File: src/sv/tile_height_ramp_sampler_defines.svh
// assertion macros used by the sampler core
`ifndef TILE_HEIGHT_RAMP_SAMPLER_DEFINES_SVH
`define TILE_HEIGHT_RAMP_SAMPLER_DEFINES_SVH

// implication checked on every clock edge outside reset
`define THRS_ASSERT_IMP(label, ante, cons, msg) \
	label: assert property (@(posedge clk) disable iff (!arst_n) (ante) |-> (cons)) \
		else $error(msg);

// implication whose consequent is checked in the cycle after the antecedent
`define THRS_ASSERT_NEXT(label, ante, cons, msg) \
	label: assert property (@(posedge clk) disable iff (!arst_n) (ante) |=> (cons)) \
		else $error(msg);

`endif

File: src/sv/thrs_pkg.sv
// shared types and constants of the tile height ramp sampler
package thrs_pkg;

	typedef enum logic [1:0] {
		KIND_CELL  = 2'd0,
		KIND_RAMP  = 2'd1,
		KIND_QUERY = 2'd2,
		KIND_NONE  = 2'd3
	} kind_t;

	typedef enum logic [1:0] {
		HEAD_NORTH = 2'd0,
		HEAD_EAST  = 2'd1,
		HEAD_SOUTH = 2'd2,
		HEAD_WEST  = 2'd3
	} heading_t;

	typedef struct packed {
		logic [1:0]         kind;
		logic [15:0]        cell_index;
		logic signed [31:0] cell_height;
		logic [3:0]         ramp_slot;
		logic signed [15:0] ramp_col;
		logic signed [15:0] ramp_row;
		logic [1:0]         ramp_heading;
		logic signed [31:0] ramp_bottom;
		logic signed [31:0] ramp_top;
		logic signed [31:0] query_x;
		logic signed [31:0] query_z;
	} in_word_t;

	typedef struct packed {
		logic               inside_grid;
		logic signed [31:0] surface_height;
		logic               on_ramp;
		logic [3:0]         ramp_hit;
	} out_word_t;

	// configuration register indexes
	localparam logic [2:0] REG_ORIGIN_X = 3'd0;
	localparam logic [2:0] REG_ORIGIN_Z = 3'd1;
	localparam logic [2:0] REG_COLUMNS  = 3'd2;
	localparam logic [2:0] REG_ROWS     = 3'd3;
	localparam logic [2:0] REG_SPAN     = 3'd4;
	localparam logic [2:0] REG_RAMPS    = 3'd5;

	localparam logic [30:0] SPAN_ONE = 31'd65536;

	typedef struct packed {
		logic signed [15:0] base_col;
		logic signed [15:0] base_row;
		logic [8:0]         columns;
		logic [8:0]         rows;
		logic [30:0]        span;
		logic [4:0]         ramps;
	} cfg_t;

	// divider request and answer between the sequencer and divider
	typedef struct packed {
		logic               start;
		logic signed [63:0] num;
		logic [30:0]        den;
	} div_req_t;

	typedef struct packed {
		logic               done;
		logic signed [32:0] quo;
		logic [15:0]        frac;
	} div_rsp_t;

endpackage

File: src/sv/thrs_regs.sv
// configuration register file with apb-style access
module thrs_regs (
	input  logic           clk,
	input  logic           arst_n,
	input  logic           psel,
	input  logic           penable,
	input  logic           pwrite,
	input  logic [4:0]     paddr,
	input  logic [31:0]    pwdata,
	output logic [31:0]    prdata,
	output logic           pready,
	output thrs_pkg::cfg_t cfg
);
	import thrs_pkg::*;

	cfg_t        cfg_q;
	logic [2:0]  idx;

	assign idx    = paddr[4:2];
	assign pready = 1'b1;
	assign cfg    = cfg_q;

	// register writes
	always_ff @(posedge clk or negedge arst_n) begin
		if (!arst_n) begin
			cfg_q.base_col <= '0;
			cfg_q.base_row <= '0;
			cfg_q.columns  <= '0;
			cfg_q.rows     <= '0;
			cfg_q.span     <= SPAN_ONE;
			cfg_q.ramps    <= '0;
		end else if (psel && penable && pwrite) begin
			unique case (idx)
				REG_ORIGIN_X: cfg_q.base_col <= pwdata[15:0];
				REG_ORIGIN_Z: cfg_q.base_row <= pwdata[15:0];
				REG_COLUMNS:  cfg_q.columns  <= pwdata[8:0];
				REG_ROWS:     cfg_q.rows     <= pwdata[8:0];
				REG_SPAN:     cfg_q.span     <= pwdata[30:0];
				REG_RAMPS:    cfg_q.ramps    <= pwdata[4:0];
				default: ;
			endcase
		end
	end

	// read back
	always_comb begin
		unique case (idx)
			REG_ORIGIN_X: prdata = {{16{cfg_q.base_col[15]}}, cfg_q.base_col};
			REG_ORIGIN_Z: prdata = {{16{cfg_q.base_row[15]}}, cfg_q.base_row};
			REG_COLUMNS:  prdata = {23'd0, cfg_q.columns};
			REG_ROWS:     prdata = {23'd0, cfg_q.rows};
			REG_SPAN:     prdata = {1'b0, cfg_q.span};
			REG_RAMPS:    prdata = {27'd0, cfg_q.ramps};
			default:      prdata = '0;
		endcase
	end
endmodule

File: config.mk
export PLATFORM = sky130hd
export DESIGN_NAME = thrs_regs
export DESIGN_NICKNAME = d
export VERILOG_FILES = /design/src/sv/tile_height_ramp_sampler_defines.svh /design/src/sv/thrs_pkg.sv /design/src/sv/thrs_regs.sv
export SDC_FILE = /design/constraint.sdc
export NUM_CORES = 1
export LEC_CHECK = 0
export BUFFER_PORTS_ARGS = -buffer_cell sky130_fd_sc_hd__buf_2
export CAP_MARGIN = 25
export CORE_AREA = 5 5 96 98
export DETAILED_ROUTE_END_ITERATION = 10
export DIE_AREA = 0 0 101 103
export PLACE_DENSITY_LB_ADDON = 0.08
export SLEW_MARGIN = 30
export SYNTH_ARGS = -nofsm -noshare
export SYNTH_HDL_FRONTEND = slang
export SYNTH_SLANG_ARGS = --single-unit
export TNS_END_PERCENT = 1
File: constraint.sdc
create_clock -name clk -period 2 [get_ports clk]
set_input_delay 0.3 -clock clk [delete_from_list [all_inputs] [get_ports clk]]
set_output_delay 0.3 -clock clk [all_outputs]
set_load 0.02 [all_outputs]
**Word level (Yosys, flattened, before mapping)**

Cells that the tools add are included.

- Equal/unequal tests: 5
- Muxes and demuxes: 1
- Reductions and logical operators: 9

Operators with widths:

| kind | number |
|---|---|
| 32-bit case mux with 6 select lines | 1 |
| 2-bit AND reduction | 6 |
| 3-bit by 2-bit equality test with 1-bit output (second input constant) | 2 |
| 3-bit equality test (second input constant) | 2 |
| 3-bit by 1-bit equality test with 1-bit output (second input constant) | 1 |
| 3-bit zero test | 1 |
| 1-bit logical AND | 2 |

- Flip-flop bits (word level): 86
- Input bits: 42
- Output and inout port bits: 119
- Logic and storage cells: 21

**Longest topological paths before layout**

- Word-level depth: 3
- Gate-level depth with buffers: 6
- Gate-level depth less buffers: 3

**Worst setup path after synthesis**

OpenSTA, ideal clock, no wires.

- Kind: input to output
- Start: in paddr[2]
- End: out prdata[5]
- Data arrival time: 1.418 ns
- Path slack: 0.282 ns
- Stages: 5
- Buffers on the path: 3
- Cell sequence: buf_2 buf_4 buf_4 nand2b_1 o21ai_0

- Cells in the longest elaborated chain, start to end: 2
- Elaborated cells between the ends (all ways): 7
- Those cells by class: eq/ne: 5; mux: 1; reduce/logical: 1

RTL lines:

| item | line | source |
|---|---|---|
| start, declared | thrs_regs.sv:8 | `input logic [4:0] paddr,` |
| 3-bit equality test, or another cell as far along | thrs_regs.sv:47 | `unique case (idx)` |
| 32-bit case mux with 6 select lines (*) | thrs_regs.sv:47 |  |
| end, declared | thrs_regs.sv:10 | `output logic [31:0] prdata,` |

Mark *: on every way between the ends. The rest lies on a longest branch, timed or not.

**Worst setup path in the final report**

- Start: in paddr[3]
- End: out prdata[5]

The elaborated chain is that of the path after synthesis.

==> results.sh <==
export IMPL_outcome="completed"
export IMPL_reg2regPathDepth=1
export IMPL_cp_required_ps=1700
export IMPL_drt_antenna_violating_nets=0
export IMPL_grt_pass1_wl_um=16000
export IMPL_synth_area_sq_um=4220
export IMPL_yosysMostFrequentCell="dfrtp_1"
export IMPL_ys_flop_type="dfrtp_1"
export IMPL_ir_drop_uv=525
export IMPL_synth_distinct_cells=34
export IMPL_power_density_nw_per_um2=997
export IMPL_max_slew_margin_rel_pct=62.3
export IMPL_drive_gt1_share_pct=55.7
export IMPL_antenna_cells=0
export IMPL_hold_depth=2
export IMPL_cts_tree="done"
export IMPL_routed_via_count=2996
export IMPL_multiInputGateArea_sq_um=1880
export IMPL_seq_area_frac_synth_pct=51.0
export IMPL_worstSetupStartpointType="primary input"
export IMPL_hpwl_um=7460
export IMPL_final_setup_tns_ps=0
export IMPL_final_hold_violation_count=0
export IMPL_maxCapViolations=0
export IMPL_async_flop_share_pct=100
export IMPL_yosysTopAreaCell="dfrtp_1"
export IMPL_synth_edf_count=0
export IMPL_yosysWarningCount=0
export IMPL_fp_dieArea_sq_um=10400
export IMPL_rsz0062_at_grt="false"
export IMPL_initial_utilization_pct=50.4
export IMPL_first_pass_iters=4
export IMPL_ioPinCount=161
export IMPL_wire_per_inst_um=17.8
export IMPL_grt_max_degree=46
export IMPL_setup_viol=0
export IMPL_rows=34
export IMPL_grt_overflow=0
export IMPL_gp_congestion=0.794
export IMPL_cp_arrival_ps=1600
export IMPL_worstMarginPinSlew_ps=565
export IMPL_ys_ff_latch=86
export IMPL_synthSimpleGateAreaFrac_pct=6.58
export IMPL_die_w_um=101
export IMPL_finish_utilization_pct=63.9
export IMPL_nets=504
export IMPL_clockRootBuffer="clkbuf_8"
export IMPL_yosys_area_share_adder_pct=0
export IMPL_cts_num_sinks=86
export IMPL_cts_made_buffers=9
export IMPL_largest_reg_flops=86
export IMPL_fmax_mhz=527
export IMPL_finClkSkew_ps=0
export IMPL_grt_use_total_pct=19.8
export IMPL_path_class="in -> out"
export IMPL_die_h_um=103
export IMPL_cts_setup_buffers=0
export IMPL_core_sq_um=8380
export IMPL_avgSynthCellArea_sq_um=14.2
export IMPL_fillers=682
export IMPL_drt_iter0_drc=55
export IMPL_synthTopCellsByCount="dfrtp_1 (85), mux2_2 (38), mux2_1 (30), mux2i_1 (25), mux2_4 (20)"
export IMPL_clockBufferDepth=2
export IMPL_clock_latency_ps=330
export IMPL_leakagePower_nw=2.95
export IMPL_vias_per_cell=5.21
export IMPL_grt_pass1_vias=3056
export IMPL_critPathCaptureType="output port"
export IMPL_route_detailed_drc=0
export IMPL_period_minus_slack_ps=1900
export IMPL_synth_compound_area_share_pct=6.76
export IMPL_htreeDepth=3
export IMPL_hold_path_class="in -> reg"
export IMPL_clk_pin_slew_ps=90
export IMPL_synth_top_family_by_area="multiplexers"
export IMPL_synthMuxAreaShare_pct=31.2
export IMPL_area_growth_pct=26.9
export IMPL_wl_um=10200
export IMPL_syn_nets=340
export IMPL_synth_top_area_share_pct=50.4
export IMPL_hold_buffers=1
export IMPL_syn_inst=298
export IMPL_cts_resized=0
export IMPL_drv_slew=0
export IMPL_portBuffers=156
export IMPL_synth_xor_area_share_pct=0
export IMPL_antenna_found_initial=0
export IMPL_path_max_fanout=16
export IMPL_synth_area_top_cells="dfrtp_1 (50%), mux2_2 (10%), mux2_1 (8.0%)"
export IMPL_post_route_period_util_pct=94.8
export IMPL_seq_area_sq_um=2150
stage by stage:
step | setup slack, ps | hold slack [ps] | cells | cell area [sq um] | power [mW]
floorplan | 282 | 4.41 | 298 | 4220 | 3.42
global placement | 106 | 317 | 558 | 5130 | 4.05
detailed placement | 77.7 | 322 | 558 | 5130 | 4.09
CTS | 103 | 159 | 575 | 5360 | 5.40
global route | 12.7 | 154 | 575 | 5360 | 5.64
finish | 104 | 169 | 575 | 5360 | 5.34
kinds of logic (layout without fill, tap and decap cells):
kind of cell,count (synthesis),count (layout)
other,1,1
multiplexers,113,113
AND/OR/NAND/NOR,36,36
AO/OA/AOI/OAI,39,39
flip-flops,86,86
buffers and inverters,23,192
where the power goes:
part,switching (mW),internal [mW],total (mW)
clock network,0.573,0.736,1.31
logic,0.975,0.717,1.69
registers,0.260,2.08,2.34
total,1.81,3.53,5.34
final cells by class:
cell class	count	area share (%)
inverter	4	0.280
multi-input combinational	189	35.1
timing repair buffer	172	17.8
sequential	86	40.2
clock inverter	4	1.31
clock buffer	12	2.71
tap	108	2.52
cells in the final DEF, fill, tap and decap left out, drive strengths merged:
cell	synthesis	final
dfrtp	85	85
bufinv	0	2
o21a	1	1
clkinv	0	2
o221ai	3	3
or2	7	7
a21o	17	17
mux2	88	88
nor2b	4	4
o21ai	3	3
a221o	2	2
o22a	3	3
o32a	2	2
dlygate4sd3	0	1
nand4b	1	1
nand2	8	8
nand4	1	1
nand2b	4	4
o22ai	2	2
buf	18	171
a21oi	6	6
nor2	11	11
conb	1	1
clkbuf	1	12
inv	4	4
mux2i	25	25
dfstp	1	1
path summary, 6_finish.rpt:
kind                                startpoint             endpoint  slack (ps)
setup / recovery                      paddr[3]            prdata[5]         100
hold / removal                      pwdata[27]  cfg[32]$_DFFE_PN0P_         170
setup reg to reg           cfg[11]$_DFFE_PN0P_  cfg[11]$_DFFE_PN0P_        1170
hold reg to reg            cfg[15]$_DFFE_PN0P_  cfg[15]$_DFFE_PN0P_         510
max in group asynchronous               arst_n   cfg[7]$_DFFE_PN0P_         870
min in group asynchronous               arst_n  cfg[15]$_DFFE_PN0P_         490
worst max-delay path: stages:
cell and delay [ps]:
buf_2 90, buf_4 230, nand2b_1 340, o22a_1 310
o21ai_0 100, buf_2 220
per-layer routing:
metal | vias to the layer above | share of wire, % | GRT usage [%]
li1 | 1399 | - | -
met1 | 1482 | 43 | 25.8
met2 | 104 | 48 | 32.7
met3 | 11 | 7.7 | 4.87
met4 | 0 | 1.2 | 6.13
met5 | - | 0 | 0
Note: power is estimated with default switching activity, not from simulation.
