$ cat config.mk
export PLATFORM = sky130hd
export DESIGN_NAME = thrs_divider
export DESIGN_NICKNAME = d
export VERILOG_FILES = /design/src/sv/tile_height_ramp_sampler_defines.svh /design/src/sv/thrs_pkg.sv /design/src/sv/thrs_divider.sv
export SDC_FILE = /design/constraint.sdc
export NUM_CORES = 1
export LEC_CHECK = 0
export BUFFER_PORTS_ARGS = -buffer_cell sky130_fd_sc_hd__buf_2
export CORE_MARGIN = 5
export CORE_UTILIZATION = 25
export DETAILED_ROUTE_END_ITERATION = 12
export GPL_ROUTABILITY_DRIVEN = 0
export GPL_TIMING_DRIVEN = 0
export SLEW_MARGIN = 10
export SYNTH_ARGS = -nofsm -noshare
export SYNTH_HDL_FRONTEND = slang
export SYNTH_SLANG_ARGS = --single-unit
$ cat constraint.sdc
create_clock -name clk -period 7.4 [get_ports clk]
set_input_delay 1.11 -clock clk [delete_from_list [all_inputs] [get_ports clk]]
set_output_delay 1.11 -clock clk [all_outputs]
set_load 0.05 [all_outputs]
$ cat src/sv/tile_height_ramp_sampler_defines.svh
// assertion macros used by the sampler core
`ifndef TILE_HEIGHT_RAMP_SAMPLER_DEFINES_SVH
`define TILE_HEIGHT_RAMP_SAMPLER_DEFINES_SVH

// implication checked on every clock edge outside reset
`define THRS_ASSERT_IMP(label, ante, cons, msg) \
	label: assert property (@(posedge clk) disable iff (!arst_n) (ante) |-> (cons)) \
		else $error(msg);

// implication whose consequent is checked in the cycle after the antecedent
`define THRS_ASSERT_NEXT(label, ante, cons, msg) \
	label: assert property (@(posedge clk) disable iff (!arst_n) (ante) |=> (cons)) \
		else $error(msg);

`endif

$ cat src/sv/thrs_pkg.sv
// shared types and constants of the tile height ramp sampler
package thrs_pkg;

	typedef enum logic [1:0] {
		KIND_CELL  = 2'd0,
		KIND_RAMP  = 2'd1,
		KIND_QUERY = 2'd2,
		KIND_NONE  = 2'd3
	} kind_t;

	typedef enum logic [1:0] {
		HEAD_NORTH = 2'd0,
		HEAD_EAST  = 2'd1,
		HEAD_SOUTH = 2'd2,
		HEAD_WEST  = 2'd3
	} heading_t;

	typedef struct packed {
		logic [1:0]         kind;
		logic [15:0]        cell_index;
		logic signed [31:0] cell_height;
		logic [3:0]         ramp_slot;
		logic signed [15:0] ramp_col;
		logic signed [15:0] ramp_row;
		logic [1:0]         ramp_heading;
		logic signed [31:0] ramp_bottom;
		logic signed [31:0] ramp_top;
		logic signed [31:0] query_x;
		logic signed [31:0] query_z;
	} in_word_t;

	typedef struct packed {
		logic               inside_grid;
		logic signed [31:0] surface_height;
		logic               on_ramp;
		logic [3:0]         ramp_hit;
	} out_word_t;

	// configuration register indexes
	localparam logic [2:0] REG_ORIGIN_X = 3'd0;
	localparam logic [2:0] REG_ORIGIN_Z = 3'd1;
	localparam logic [2:0] REG_COLUMNS  = 3'd2;
	localparam logic [2:0] REG_ROWS     = 3'd3;
	localparam logic [2:0] REG_SPAN     = 3'd4;
	localparam logic [2:0] REG_RAMPS    = 3'd5;

	localparam logic [30:0] SPAN_ONE = 31'd65536;

	typedef struct packed {
		logic signed [15:0] base_col;
		logic signed [15:0] base_row;
		logic [8:0]         columns;
		logic [8:0]         rows;
		logic [30:0]        span;
		logic [4:0]         ramps;
	} cfg_t;

	// divider request and answer between the sequencer and divider
	typedef struct packed {
		logic               start;
		logic signed [63:0] num;
		logic [30:0]        den;
	} div_req_t;

	typedef struct packed {
		logic               done;
		logic signed [32:0] quo;
		logic [15:0]        frac;
	} div_rsp_t;

endpackage

$ cat src/sv/thrs_divider.sv
// restoring divider: floor tile index and 16 bit fraction, one bit a cycle
module thrs_divider (
	input  logic               clk,
	input  logic               arst_n,
	input  thrs_pkg::div_req_t req,
	output thrs_pkg::div_rsp_t rsp
);
	import thrs_pkg::*;

	// the dividend is shifted left 16 so one pass yields index and fraction
	localparam int NBITS = 82;

	logic [81:0] num_q;
	logic [31:0] rem_q;
	logic [30:0] den_q;
	logic        neg_q;
	logic        busy_q;
	logic        done_q;
	logic [6:0]  cnt_q;
	logic [81:0] quo_q;
	logic [32:0] trial;
	logic [63:0] mag;
	logic [81:0] qadj;

	assign mag   = req.num[63] ? 64'(-req.num) : 64'(req.num);
	assign trial = {rem_q, num_q[81]} - {2'b0, den_q};

	// floor for negatives: -(q+1) when a remainder is left, else -q,
	// done on the joint Q.16 quotient: floor(-m/den) on the shifted value
	assign qadj  = neg_q ? (~quo_q + 82'(rem_q == 0)) : quo_q;

	always_ff @(posedge clk or negedge arst_n) begin
		if (!arst_n) begin
			busy_q <= 1'b0;
			done_q <= 1'b0;
			cnt_q  <= '0;
		end else begin
			done_q <= 1'b0;
			if (req.start) begin
				busy_q <= 1'b1;
				cnt_q  <= 7'(NBITS);
			end else if (busy_q) begin
				cnt_q <= cnt_q - 7'd1;
				if (cnt_q == 7'd1) begin
					busy_q <= 1'b0;
					done_q <= 1'b1;
				end
			end
		end
	end

	// datapath
	always_ff @(posedge clk) begin
		if (req.start) begin
			num_q <= {2'b0, mag, 16'd0};
			rem_q <= '0;
			den_q <= req.den;
			neg_q <= req.num[63];
			quo_q <= '0;
		end else if (busy_q) begin
			num_q <= {num_q[80:0], 1'b0};
			if (!trial[32]) begin
				rem_q <= trial[31:0];
				quo_q <= {quo_q[80:0], 1'b1};
			end else begin
				rem_q <= {rem_q[30:0], num_q[81]};
				quo_q <= {quo_q[80:0], 1'b0};
			end
		end
	end

	// floor((d<<16)/s): high part is floor(d/s), low 16 bits the fraction
	assign rsp.done = done_q;
	assign rsp.quo  = qadj[48:16];
	assign rsp.frac = qadj[15:0];
endmodule

-- After elaboration in Yosys (flattened, before gate mapping)
Index checks and enable logic that the tools add are counted.
- flip-flop bits (word level): 188
- latch bits: 0
- memory bits (writable): 0
- memory bits (read-only): 0
- output and inout bits: 50
- logic and storage cells: 31
- memories: 0
- $add $sub $neg: 4
- multiply operators: 0
- div/mod/pow operators: 0
- order comparisons: 0
- eq/ne operators: 1
- shifts and indexed selects: 0
- muxes and demuxes: 14
- bitwise logic cells: 1
- reduce and logical (&&, ||, !) cells: 2
- operators by type and width (cell ; number):
    80-bit two-way mux ; 2
    64-bit two-way mux ; 1
    64-bit negator ; 1
    49-bit by 1-bit adder with 49-bit output ; 1
    49-bit two-way mux ; 1
    49-bit inverter ; 1
    33-bit by 31-bit subtractor with 33-bit output ; 1
    32-bit zero test ; 1
    32-bit two-way mux ; 1
    7-bit two-way mux ; 2
    7-bit by 1-bit equality test with 1-bit output, second input constant ; 1
    1-bit two-way mux ; 7
    7-bit by 1-bit subtractor with 7-bit output, second input constant ; 1
    2-bit nonzero test ; 1

-- Longest topological paths before layout
- depth in word-level cells: 4
- gate-level depth with buffers: 13
- mapped depth without buffers: 11

-- Least setup slack after synthesis
Ideal clock, no wire load.
- kind: reg-to-output
- from: register rem_q[31]
- to: output port rsp[25] (netlist name)
- arrival: 3.284 ns
- data required time: 6.290 ns
- setup slack: 3.006 ns
- cell stages (with the launch flop): 13
- buffers on the path: 2
- cells stage by stage: dfxtp_1 > clkbuf_1 > nor4_1 > nand4_1 > nor2_1 > ha_1 > nand3_1 > or2_2 > or3_1 > clkbuf_1 > or4_1 > o41ai_1 > xnor2_1
- RTL lines (item ; line ; source):
    start: declaration ; thrs_divider.sv:14 ; logic [31:0] rem_q;
    start signal: assignment ; thrs_divider.sv:63 ; rem_q <= trial[31:0];
    start signal: assignment ; thrs_divider.sv:66 ; rem_q <= {rem_q[30:0], num_q[81]};
    end: declaration ; thrs_divider.sv:6 ; output thrs_pkg::div_rsp_t rsp

==> impl_metrics.json <==
{
  "status": "finished clean",
  "ys.flop_type": "edfxtp_1",
  "drt_first_iter_violations": 711,
  "final_cell_area_um2": 13500,
  "yosysWarnings": 0,
  "worst_pin_slew_ns": 1.03,
  "clock_latency_ns": 0.46,
  "grt_overflow": 0,
  "layout.nets": 1564,
  "synth.most_common_cell": "nor2_1",
  "syn-cell-area_um2": 11500,
  "synth_edf_count": 96,
  "cp-start-kind": "flop",
  "place_hpwl_mm": 25.7,
  "root_buffer": "clkbuf_16",
  "timing.final.hold_violations": 0,
  "synth_top_area_frac": 0.251,
  "grt_setup_unrepaired": "no",
  "cts_setup_buffers": 0,
  "criticalPathCategory": "reg2out",
  "track_usage": 0.132,
  "path_max_fanout": 8,
  "grt_pass1_wl_mm": 53.4,
  "max_freq_ghz": 0.168,
  "drive_gt1_frac": 0.146,
  "setup_violations": 0,
  "multiInputGateArea_um2": 6250,
  "syn_avg_cell_area_um2": 9.09,
  "skew_ns": 0.0143,
  "synth_common_cells": "nor2_1 (178), nand2_1 (106), edfxtp_1 (96), a21oi_1 (84), dfxtp_1 (83)",
  "clkSinkCount": 188,
  "cts.htree.levels": 4,
  "cts_tree": "built",
  "placed_area_um2": 13000,
  "yosysSeqAreaShare": 0.415,
  "remaining_drc_errors": 0,
  "arrival_ns": 4.84,
  "drt_wl_total_mm": 34.2,
  "antenna_found_initial": 6,
  "synth-async-reset-ratio": 0.0479,
  "cts_buffers": 17,
  "tns_ns": 0,
  "area_growth_pct": 17.8,
  "path_clk_slew_ns": 0.07,
  "worstHoldPathType": "reg2reg",
  "relSlewSlack": 0.310,
  "antenna_left": 0,
  "finalCriticalPeriod_ns": 5.95,
  "grt_max_degree": 65,
  "vias": 10023,
  "nFillCells": 4788,
  "cts_hold_buffers": 0,
  "yosysUniqueCellTypes": 71,
  "synth_area_leader_cell": "edfxtp_1",
  "fp.coreArea_um2": 45400,
  "finalCritPeriodShare": 0.805,
  "synthCells": 1263,
  "grt_pass1_vias": 9702,
  "row_count": 78,
  "die_h_um": 224,
  "via_per_inst": 4.91,
  "dieArea_um2": 50300,
  "start_util": 0.253,
  "yosys-top-cells-area": "edfxtp_1 (25%), dfxtp_1 (14%), nor2_1 (5.8%), xnor2_1 (5.7%), xor2_1 (5.0%)",
  "wl_per_cell_um": 16.7,
  "maxSlewViolCount": 0,
  "io_pins": 148,
  "synth_fp_nets": 1398,
  "io_buffer_count": 147,
  "die_w_um": 224,
  "clockBufferDepth": 2,
  "drv_cap": 0,
  "dr.pass1.iters": 5,
  "worstPathRequired_ns": 6.29,
  "regArea_um2": 4770,
  "cts_resized": 0,
  "synth_seq_cells": 188,
  "end_kind": "primary output"
}
==> area by class of cell <==
class,instances,area share
Multi-Input combinational cell,959,0.462
Sequential cell,188,0.353
Tap cell,600,0.0555
Timing Repair Buffer,147,0.0544
Clock buffer,20,0.0346
Buffer,68,0.0213
Inverter,48,0.0135
Clock inverter,12,0.00620
Antenna cell,1,0.000185
==> cells by family after synthesis <==
group / share of synthesized area
and+or+nand+nor: 0.184
AOI/OAI and AO/OA: 0.158
DFF: 0.415
xor gates and xnor gates: 0.108
buffers and inverters: 0.0407
muxes: 0.0539
adders and majority gates: 0.0410
==> critical path, cell delays in order (launching register included) <==
cell and delay, ns:
dfxtp_1 0.30, clkbuf_1 0.18, nor4_1 0.44, nand4_1 0.14, nor2_1 0.28, ha_1 0.26, nand3_1 0.11, or2_2 0.31
or3_1 0.35, clkbuf_1 0.21, nor4_1 0.67, nand2_1 0.23, o21ai_0 0.35, xnor2_1 0.24, buf_2 0.33
==> per-layer routing <==
metal  GRT usage  vias up  share of wire
li1            -     4920              -
met1       0.182     4732           0.47
met2       0.209      311           0.46
met3      0.0240       48          0.055
met4      0.0489       12          0.021
met5           0        -         0.0022
==> per-stage QoR <==
stage	util	instances	worst slack, ns	hold slack (ns)
floorplan	-	1263	3.01	0.456
global placement	0.286	2010	1.76	0.473
detailed placement	0.286	2010	1.84	0.477
CTS	0.298	2042	1.33	0.493
global route	0.298	2042	1.12	0.518
finish	0.298	2043	1.45	0.493
==> flip-flops by register name, summed over array words and instances (netlist names) <==
name,flops
cnt_q,7
den_q,31
neg_q,1
busy_q,1
num_q,66
done_q,1
quo_q,49
rem_q,32
==> layout by cell type (no fill, tap or decap), types with 4 or more instances in the layout <==
cell / synthesis / final
buf_1: 10 / 10
edfxtp_1: 96 / 96
clkinv_2: 0 / 4
inv_1: 48 / 47
o41ai_1: 18 / 18
a21o_1: 8 / 8
nor4_1: 28 / 28
buf_2: 2 / 149
or4_4: 4 / 4
mux2_2: 7 / 7
nor2b_1: 9 / 9
nor3_1: 17 / 17
xnor2_1: 75 / 75
nand4_1: 8 / 8
nor2_1: 178 / 178
clkbuf_16: 0 / 18
o21a_1: 6 / 6
a211oi_1: 4 / 4
nand2b_1: 9 / 9
dfrtp_1: 9 / 9
ha_1: 36 / 36
o31ai_1: 32 / 32
nand3_1: 19 / 19
o211ai_1: 6 / 6
mux2i_1: 54 / 54
a311oi_1: 21 / 21
clkbuf_1: 50 / 51
nand2_1: 106 / 106
xor2_1: 66 / 66
or4_1: 17 / 17
or3_1: 18 / 18
nand3b_1: 5 / 5
and3_1: 5 / 5
o21ai_0: 60 / 60
or2_2: 4 / 4
a21oi_1: 84 / 84
dfxtp_1: 83 / 83
==> worst paths after layout <==
check | from | end | slack (ns) | cells after the start
worst max register to register | den_q[0] | rem_q[15] | 3.26 | 11
max in group asynchronous | arst_n | busy_q | 6.65 | 1
min in group asynchronous | arst_n | cnt_q[6] | 0.52 | 1
worst max-delay path | rem_q[31] | rsp[47] | 1.45 | 14
worst min register to register | num_q[79] | num_q[80] | 0.49 | 2
worst min-delay path | num_q[79] | num_q[80] | 0.49 | 2
Power is not shown: default switching activity piles up to over one toggle a cycle in this logic, so the estimate is an artifact.
